<file path="src/rtl/psc_pkg.sv">
// Shared constants, types and request struct for the parity substring counter.
package psc_pkg;

  localparam int NUM_LETTERS  = 10;
  localparam int MAX_WORD_LEN = 65536;

  localparam int LETTER_W   = 4;
  localparam int MASK_W     = NUM_LETTERS;
  localparam int HIST_DEPTH = 1 << MASK_W;
  localparam int CNT_W      = $clog2(MAX_WORD_LEN + 2);
  localparam int TOTAL_W    = 32;
  localparam int EPOCH_W    = 8;
  localparam int IDX_W      = $clog2(NUM_LETTERS + 1);

  typedef logic [LETTER_W-1:0] letter_t;
  typedef logic [MASK_W-1:0]   mask_t;
  typedef logic [CNT_W-1:0]    cnt_t;
  typedef logic [TOTAL_W-1:0]  total_t;
  typedef logic [EPOCH_W-1:0]  epoch_t;
  typedef logic [IDX_W-1:0]    idx_t;

  localparam cnt_t   HIST_MAX  = '1;
  localparam epoch_t EPOCH_MAX = '1;
  localparam epoch_t EPOCH_CLR = '0;
  localparam epoch_t EPOCH_1ST = epoch_t'(1);

  // One histogram stored word: word tag plus count.
  typedef struct packed {
    epoch_t tag;
    cnt_t   cnt;
  } hist_word_t;

  // Histogram port request from the sequencer.
  typedef struct packed {
    logic       rd_en;
    logic       wr_en;
    mask_t      addr;
    hist_word_t wr_word;
  } hist_req_t;

endpackage

</file>
<file path="src/rtl/psc_accum.sv">
// Shared saturating adder for the running substring total.
module psc_accum
  import psc_pkg::*;
(
  input  total_t total_i,
  input  cnt_t   addend_i,
  output total_t sum_o
);

  logic [TOTAL_W:0] sum_wide;

  assign sum_wide = {1'b0, total_i} + (TOTAL_W + 1)'(addend_i);
  assign sum_o    = sum_wide[TOTAL_W] ? '1 : sum_wide[TOTAL_W-1:0];

endmodule
</file>
<file path="config.mk">
export PLATFORM = sky130hd
export DESIGN_NAME = psc_accum
export DESIGN_NICKNAME = d
export VERILOG_FILES = /design/src/rtl/psc_pkg.sv /design/src/rtl/psc_accum.sv
export SDC_FILE = /design/constraint.sdc
export NUM_CORES = 1
export LEC_CHECK = 0
export ABC_AREA = 0
export BUFFER_PORTS_ARGS = -buffer_cell sky130_fd_sc_hd__buf_2
export CORE_MARGIN = 1
export CORE_UTILIZATION = 25
export DETAILED_ROUTE_END_ITERATION = 6
export PLACE_DENSITY = 0.61
export SLEW_MARGIN = 20
export SYNTH_ARGS = -nofsm -noshare
export SYNTH_HDL_FRONTEND = slang
export SYNTH_SLANG_ARGS = --single-unit
</file>
<file path="constraint.sdc">
create_clock -name vclk -period 2
set_input_delay 0 -clock vclk [all_inputs]
set_output_delay 0 -clock vclk [all_outputs]
set_load 0.005 [all_outputs]
</file>
After elaboration in Yosys (flattened, before gate mapping)
Cells that the tools add are included.
{"block": "op_classes", "n_addsub": 1, "muxes": 1}
{"operator": "$add A32 B17 Y33", "n": 1}
{"operator": "$mux W32", "n": 1}
{"block": "word_totals", "regBits": 0, "in_bits": 49, "output_inout_bits": 32, "wordCells": 2}

Logic depth before layout (Yosys ltp)
Gate-level depths: netlist of run 1.
{"block": "depth", "word_depth": 2, "mapped_depth": 11}

Least setup slack after synthesis of run 1
OpenSTA, ideal clock, no wires.
{"block": "synth_path", "path_type": "input -> output", "start": "input port total_i[0]", "end": "output port sum_o[10]", "arrival_ns": 1.990, "t_required_ns": 2.000, "path_slack_ns": 0.010, "cell_stages": 11, "path_buffers": 2, "path_cell_list": "ha_1 > fa_1 > a21o_1 > a221o_1 > a21oi_4 > nor4b_4 > a21oi_2 > or2_1 > buf_6 > buf_12 > nand2_2"}
{"block": "synth_between", "elab_chain_cells": 2}
{"item": "start, declared", "line_no": "psc_accum.sv:5", "rtl": "input total_t total_i,"}
{"item": "$add A32 B17 Y33", "line_no": "psc_accum.sv:12", "rtl": "assign sum_wide = {1'b0, total_i} + (TOTAL_W + 1)'(addend_i);"}
{"item": "$mux W32", "line_no": "psc_accum.sv:13", "rtl": "assign sum_o = sum_wide[TOTAL_W] ? '1 : sum_wide[TOTAL_W-1:0];"}
{"item": "end, declared", "line_no": "psc_accum.sv:7", "rtl": "output total_t sum_o"}
No other way between the ends.

Worst setup path in the final report of run 1
{"block": "layout_path", "start": "input port addend_i[0]", "end": "output port sum_o[22]"}
{"block": "layout_between", "elab_chain_cells": 2}
{"item": "start, declared", "line_no": "psc_accum.sv:6", "rtl": "input cnt_t addend_i,"}
{"item": "$add A32 B17 Y33", "line_no": "psc_accum.sv:12"}
{"item": "$mux W32", "line_no": "psc_accum.sv:13"}
No other way between the ends.

==> results of run 1 <==
## worst paths after layout
| path | start | depth (start not counted) | endpoint |
|---|---|---|---|
| max | addend_i[0] | 12 | sum_o[22] |
| min | total_i[24] | 3 | sum_o[24] |
## logic make-up (layout without fill, tap and decap cells)
family,Yosys count,count (layout),synth area share [%]
AND/OR/NAND/NOR,88,88,34.3
AO/OA/AOI/OAI,63,63,28.3
XOR/XNOR,22,22,13.3
adder cells (fa/ha/maj),18,18,16.1
buffers and inverters,12,118,6.57
multiplexers,2,2,1.47
## metal layers
metal	vias up	wire length, µm	global-route usage, %
met1	845	2070	19.3
met2	51	2220	27.4
met3	0	217	1.16
met5	-	0	0
met4	0	0	0.370
li1	960	-	-
## worst max-delay path, cell delays in order
cell	delay [ns]
buf_6	0.10
ha_4	0.15
fa_2	0.34
a21o_1	0.17
a221o_1	0.36
a21oi_4	0.22
nor4b_4	0.07
a21oi_2	0.13
or2_4	0.19
buf_12	0.15
nand3_1	0.07
buf_2	0.14
## final cells by class
class | instances | area (µm²)
repair buffers | 112 | 697
well taps | 72 | 90.1
inverters | 6 | 22.5
multi-input cells | 193 | 1430
fillers | 597 | 3300
## synth_stat cells (2+ instances only)
cell type | count | area share [%]
a21oi_1 | 25 | 8.7
nand2_1 | 23 | 6.0
nand2_2 | 20 | 8.7
ha_1 | 17 | 15
xnor2_1 | 14 | 8.5
o21ai_0 | 12 | 4.2
a21o_1 | 8 | 4.2
nand3_1 | 8 | 2.8
nor2_1 | 8 | 2.1
xor2_1 | 8 | 4.8
inv_1 | 6 | 1.6
nand4_1 | 5 | 2.2
nand2b_1 | 4 | 1.7
a31oi_1 | 3 | 1.3
and2_1 | 3 | 1.3
a221oi_1 | 2 | 1.2
and3_1 | 2 | 0.86
buf_12 | 2 | 2.8
buf_6 | 2 | 1.6
nand4b_1 | 2 | 1.2
nor2b_1 | 2 | 0.86
nor3_1 | 2 | 0.69
nor3b_1 | 2 | 1.0
o31ai_1 | 2 | 1.0
or4_1 | 2 | 1.0
## per-stage QoR
stage | cell area [µm²] | hold slack [ns] | instances | utilization (%) | setup TNS (ns)
2_1_floorplan | 1450 | 0.0631 | 205 | - | 0
3_3_place_gp | 2110 | 0.306 | 383 | 38.2 | -6.86
3_5_place_dp | 2110 | 0.309 | 383 | 38.2 | -8.01
4_1_cts | 2170 | 0.312 | 383 | 39.2 | -3.68
5_1_grt | 2240 | 0.329 | 383 | 40.5 | -5.77
6_report | 2240 | 0.311 | 383 | 40.5 | -1.92
## power by group through the flow
stage | combinational, W | sequential [W] | clock, W
2_1_floorplan | 0.000360 | 0 | 0
3_3_place_gp | 0.000635 | 0 | 0
3_5_place_dp | 0.000637 | 0 | 0
6_report | 0.000670 | 0 | 0
5_1_grt | 0.000745 | 0 | 0
4_1_cts | 0.000650 | 0 | 0
## timing repair
| action | 4_1_cts | 5_1_grt |
|---|---|---|
| endpoints found under the hold margin | 0 | 0 |
| buffers inserted | 1 | 0 |
| setup endpoints to repair | 32 | 32 |
| pin swaps | 13 | 11 |
| gates resized for setup | 13 | 12 |
| hold buffers | 0 | 0 |
==> flow_summary.ini, run 1 <==
[synth]
synth_cell_type_count = 46
ys_seq_area_share_pct = 0
syn_area_um2 = 1450
avgSynthCellArea_um2 = 7.06
syn_nets = 272
postSynthCellCount = 205
synth_warnings = 0

[placement]
io_buffers = 81
place_ws_ns = -0.287
dp_hpwl_um = 3800
globalplace.congestion = 0.814

[cells_and_area]
final_common_cell = buf_2
mostFrequentLayoutCells = 76 x buf_2, 27 x buf_4, 23 x nand2_1
layout.nets = 380
n_sequential_cell = 0
drive_gt1_share_pct = 48.6
syn2layout_area_growth_pct = 55.0
clkbuf_count = 0
antenna_cells = 0
seq_area_um2 = 0

[power_and_ir_drop]
leakagePower_nw = 1.11
p_int_w = 0.000341
p_sw_w = 0.000329
p_total_w = 0.000670
pwr-share-seq_pct = 0
irDropWorstVdd_mv = 0.167
p_comb_share_pct = 100.0
powerDensity_nw_per_um2 = 299
sw_frac_of_total_pct = 49.1
power_frac_clock_pct = 0

[setup_path]
worstPathMaxFanout = 13
required_ns = 2.00
criticalPathCategory = input pin to output port
arrival_ns = 2.11
end_kind = output port
startpoint_type = input pin

[floorplan]
ios = 81
initial_core_util_pct = 26.1
dieArea_um2 = 6090
num_rows = 27
core_um2 = 5540
fp.dieH_um = 78.1
die_x_um = 78.1

[grt]
grt_pass1_vias = 1782
grt_pass1_wl_um = 7700
antenna_found_initial = 0
grt_start_max_net_pins = 14
gr-usage-all-layers_pct = 14.7
gr-total-overflow = 0

[sta]
finalSetupViolations = 32
max_slew_margin_pct = 72.2
min_period_ns = 2.11
tightest_slew_ns = 0.413
fmax_mhz = 475
final_max_slew_viol_count = 0
rsz0062_at_grt = true
final.period_utilization_pct = 105
fin_ws_ns = -0.105
finalHoldViolations = 0

[routing]
viasPerCell = 4.85
ant_nets = 0
drt-total-wl_um = 4510
vias = 1856
routedWlPerCell_um = 11.8
firstDrtPassIters = 4
drcViolationCount = 0
drt_iter0_markers = 37

[status]
violations = negative setup slack
status = finished, violations left

[min_path]
hp-class = input pin to output port

[run]
drv_cap = 0
No activity file was read; power rests on OpenSTA's default activity.
==> inputs of run 2 (changes only) <==
==> constraint.sdc (replaced) <==
create_clock -name vclk -period 1.69
set_input_delay 0 -clock vclk [all_inputs]
set_output_delay 0 -clock vclk [all_outputs]
set_load 0.005 [all_outputs]
==> flow_summary.ini, run 2 (synthesized netlist as in run 1, its figures left out) <==
[cells_and_area]
n_sequential_cell = 0
final_common_cell = buf_2
n_fill_cell = 594
antenna_cells = 0
mostFrequentLayoutCells = 75 x buf_2, 52 x buf_4, 21 x nand2_1
syn2layout_area_growth_pct = 72.4
layout.nets = 405
clkbuf_count = 0
seq_area_um2 = 0
multi_input_area_um2 = 1470
drive_gt1_share_pct = 54.5

[setup_path]
startpoint_type = input pin
end_kind = output port
slowest_stage = a221o_1
arrival_ns = 2.10
required_ns = 1.69
criticalPathCategory = input pin to output port
path_cells = buf_6 -> ha_4 -> fa_2 -> a21o_1 -> a221o_1 -> a21oi_4 -> nor4b_4 -> a21oi_2 -> or2_4 -> buf_12 -> a41oi_2 -> buf_2
crit_path_max_incr_delay_ns = 0.36
worstPathMaxFanout = 7

[routing]
viasPerCell = 4.76
firstDrtPassIters = 4
routedWlPerCell_um = 11.8
drt_iter0_markers = 33
drcViolationCount = 0
vias = 1942
ant_nets = 0
drt-total-wl_um = 4820

[floorplan]
die_x_um = 78.1
initial_core_util_pct = 26.1
dieArea_um2 = 6090
ios = 81
num_rows = 27
core_um2 = 5540
fp.dieH_um = 78.1

[sta]
fmax_mhz = 476
rsz0062_at_grt = true
min_period_ns = 2.10
final.period_utilization_pct = 124
tightest_slew_ns = 0.406
finalHoldViolations = 0
timing.hold.ws_ns = 0.324
fin_ws_ns = -0.411
finalSetupViolations = 32
max_slew_margin_pct = 72.9
final_max_slew_viol_count = 0

[grt]
grt_start_max_net_pins = 9
antenna_found_initial = 0
gr-total-overflow = 0
grt_pass1_wl_um = 7800
gr-usage-all-layers_pct = 14.9
grt_pass1_vias = 1843

[run]
drv_cap = 0

[status]
status = finished, violations left
violations = negative setup slack

[placement]
io_buffers = 81
dp_hpwl_um = 3980
globalplace.congestion = 0.812

[power_and_ir_drop]
leakagePower_nw = 1.24
powerDensity_nw_per_um2 = 359
p_total_w = 0.000894
irDropWorstVdd_mv = 0.204

[min_path]
hp-class = input pin to output port
-- run 2: stage by stage --
stage / area, µm² / setup TNS, ns / worst slack, ns / cells / util (%)
3_5_place_dp: 2290 / -16.93 / -0.583 / 402 / 41.4
6_report: 2490 / -11.50 / -0.411 / 408 / 45.0
2_1_floorplan: 1480 / -6.21 / -0.242 / 205 / -
5_1_grt: 2490 / -15.29 / -0.532 / 408 / 45.0
4_1_cts: 2400 / -11.19 / -0.400 / 408 / 43.4
3_3_place_gp: 2290 / -15.92 / -0.539 / 402 / 41.4
-- run 2: final cells by class --
class	instances	share of cell area, %
multi-input cells	193	59.1
repair buffers	137	36.4
well taps	72	3.61
inverters	6	0.903
-- run 2: power breakdown --
part / total (W) / internal [W] / leakage [nW] / switching (W)
Combinational: 0.000894 / 0.000478 / 1.24 / 0.000417
Sequential: 0 / 0 / 0 / 0
Clock: 0 / 0 / 0 / 0
-- run 2: worst paths after layout --
kind / start / endpoint / cells after the start
worst max-delay path: addend_i[0] / sum_o[23] / 12
worst min-delay path: total_i[24] / sum_o[24] / 3
-- run 2: per-layer routing --
layer / vias to the layer above / share of wire [%] / GRT usage, %
met1: 882 / 47 / 19.9
met2: 48 / 49 / 28.1
met4: 0 / 0 / 0
met5: - / 0 / 0
li1: 1012 / - / -
met3: 0 / 4.2 / 0.581
-- run 2: worst max-delay path: cells and delay by family --
kind                     cells  cell delay (ns)
AO/OA/AOI/OAI                5             0.97
AND/OR/NAND/NOR              2             0.27
adder cells (fa/ha/maj)      2             0.48
buffers and inverters        3             0.38
-- run 2: timing repair --
action / CTS / global route
hold buffers: 0 / 0
cloned: 1 / 0
setup buffers: 6 / 1
pin swaps: 13 / 9
endpoints found under the hold margin: 0 / 0
gates resized for setup: 12 / 16
endpoints found under the setup margin: 32 / 32
==> inputs of run 3 (changes only) <==
--- a/config.mk
+++ b/config.mk
@@ -10,7 +10,6 @@
 export CORE_MARGIN = 1
 export CORE_UTILIZATION = 25
 export DETAILED_ROUTE_END_ITERATION = 6
-export PLACE_DENSITY = 0.61
 export SLEW_MARGIN = 20
 export SYNTH_ARGS = -nofsm -noshare
 export SYNTH_HDL_FRONTEND = slang
==> flow_summary.ini, run 3 (synthesized netlist as in run 1, its figures left out) <==
[status]
status = finished, violations left
violations = negative setup slack

[floorplan]
die_x_um = 78.1
ios = 81
num_rows = 27
fp.dieH_um = 78.1
initial_core_util_pct = 26.1
core_um2 = 5540
dieArea_um2 = 6090

[cells_and_area]
seq_area_um2 = 0
fin_area_um2 = 2360
mostFrequentLayoutCells = 79 x buf_2, 45 x buf_4, 23 x nand2_1, 23 x a21oi_1, 20 x nand2_2
fin_cells = 400
n_sequential_cell = 0
syn2layout_area_growth_pct = 63.1
drive_gt1_share_pct = 51.5
layout.nets = 397
clkbuf_count = 0
final_util_pct = 42.6
antenna_cells = 0
final_common_cell = buf_2
n_fill_cell = 601

[sta]
final_max_slew_viol_count = 0
fmax_mhz = 482
tightest_slew_ns = 0.412
finalHoldViolations = 0
rsz0062_at_grt = true
final.period_utilization_pct = 123
setup_tns_ns = -11.53
finalSetupViolations = 32
max_slew_margin_pct = 72.2
fin_ws_ns = -0.384
min_period_ns = 2.07

[routing]
vias = 1918
routedWlPerCell_um = 11.5
firstDrtPassIters = 4
viasPerCell = 4.80
drt_iter0_markers = 56
drt-total-wl_um = 4590
ant_nets = 0
drcViolationCount = 0

[grt]
grt_start_max_net_pins = 14
gr-total-overflow = 0
grt_pass1_wl_um = 7540
gr-usage-all-layers_pct = 14.4
antenna_found_initial = 0
grt_pass1_vias = 1817

[power_and_ir_drop]
irDropWorstVdd_mv = 0.206
leakagePower_nw = 1.17
powerDensity_nw_per_um2 = 349

[run]
drv_cap = 0

[setup_path]
slowest_stage = a221o_1
worstPathMaxFanout = 8
path_cells = buf_6 -> ha_4 -> fa_2 -> a21o_1 -> a221o_1 -> a21oi_4 -> nor4b_4 -> a21oi_2 -> or2_4 -> buf_6 -> buf_12 -> nand2_2 -> buf_2
arrival_ns = 2.07
criticalPathCategory = input pin to output port
crit_family = compound AO/OA/AOI/OAI gates
critPathLaunch = addend_i[0]
startpoint_type = input pin
crit_buf_inv = 4
crit_top_cell = buf_6
end_kind = output port
required_ns = 1.69
crit_path_max_incr_delay_ns = 0.36

[min_path]
whs_path_depth = 3
min_from = total_i[24]
hold_end = sum_o[24]
hp-class = input pin to output port

[placement]
place_ws_ns = -0.541
placed_area_um2 = 2250
io_buffers = 81
dp_hpwl_um = 3870
dp_cells = 397
globalplace.congestion = 0.861

[clock_tree]
cts_hold_buf = 0
[run 3: layout make-up]
| cell class | count | area, µm² | area share, % |
|---|---|---|---|
| multi-input cells | 193 | 1450 | 61.4 |
| repair buffers | 129 | 798 | 33.8 |
| inverters | 6 | 22.5 | 0.955 |
| well taps | 72 | 90.1 | 3.82 |
[run 3: metal layers]
metal	part of all wire, %	track usage (%)	wire length, µm	vias to the layer above
met3	3.6	0.349	167	0
met4	0	0.556	0	0
met5	0	0	0	-
met1	47	18.6	2150	873
li1	-	-	-	995
met2	50	27.6	2280	50
[run 3: how the worst max path moves through the flow]
stage | to | slack (ns) | cells past startpoint
after CTS | sum_o[29] | -0.38 | 13
after global routing | sum_o[15] | -0.52 | 13
final | sum_o[15] | -0.38 | 13
after global placement | sum_o[13] | -0.49 | 12
after floorplan | sum_o[10] | -0.24 | 11
after detailed placement | sum_o[12] | -0.54 | 12
[run 3: timing repair]
action | in CTS | in global routing
resized for setup | 11 | 3
setup buffers | 2 | 1
setup endpoints to repair | 32 | 32
pin swaps | 13 | 3
[run 3: stage by stage]
step	hold slack [ns]	power (W)
CTS	0.321	0.000821
floorplan	0.0631	0.000433
detailed placement	0.320	0.000792
global placement	0.317	0.000791
finish	0.327	0.000824
global route	0.348	0.000906
[run 3: power breakdown]
group | switching [W] | total, W | internal (W)
Clock | 0 | 0 | 0
Sequential | 0 | 0 | 0
Combinational | 0.000395 | 0.000824 | 0.000429
Total | 0.000395 | 0.000824 | 0.000429
[run 3: tightest hold or removal path: stages]
cell and delay (ns):
buf_2 0.13, mux2i_1 0.08, buf_2 0.12
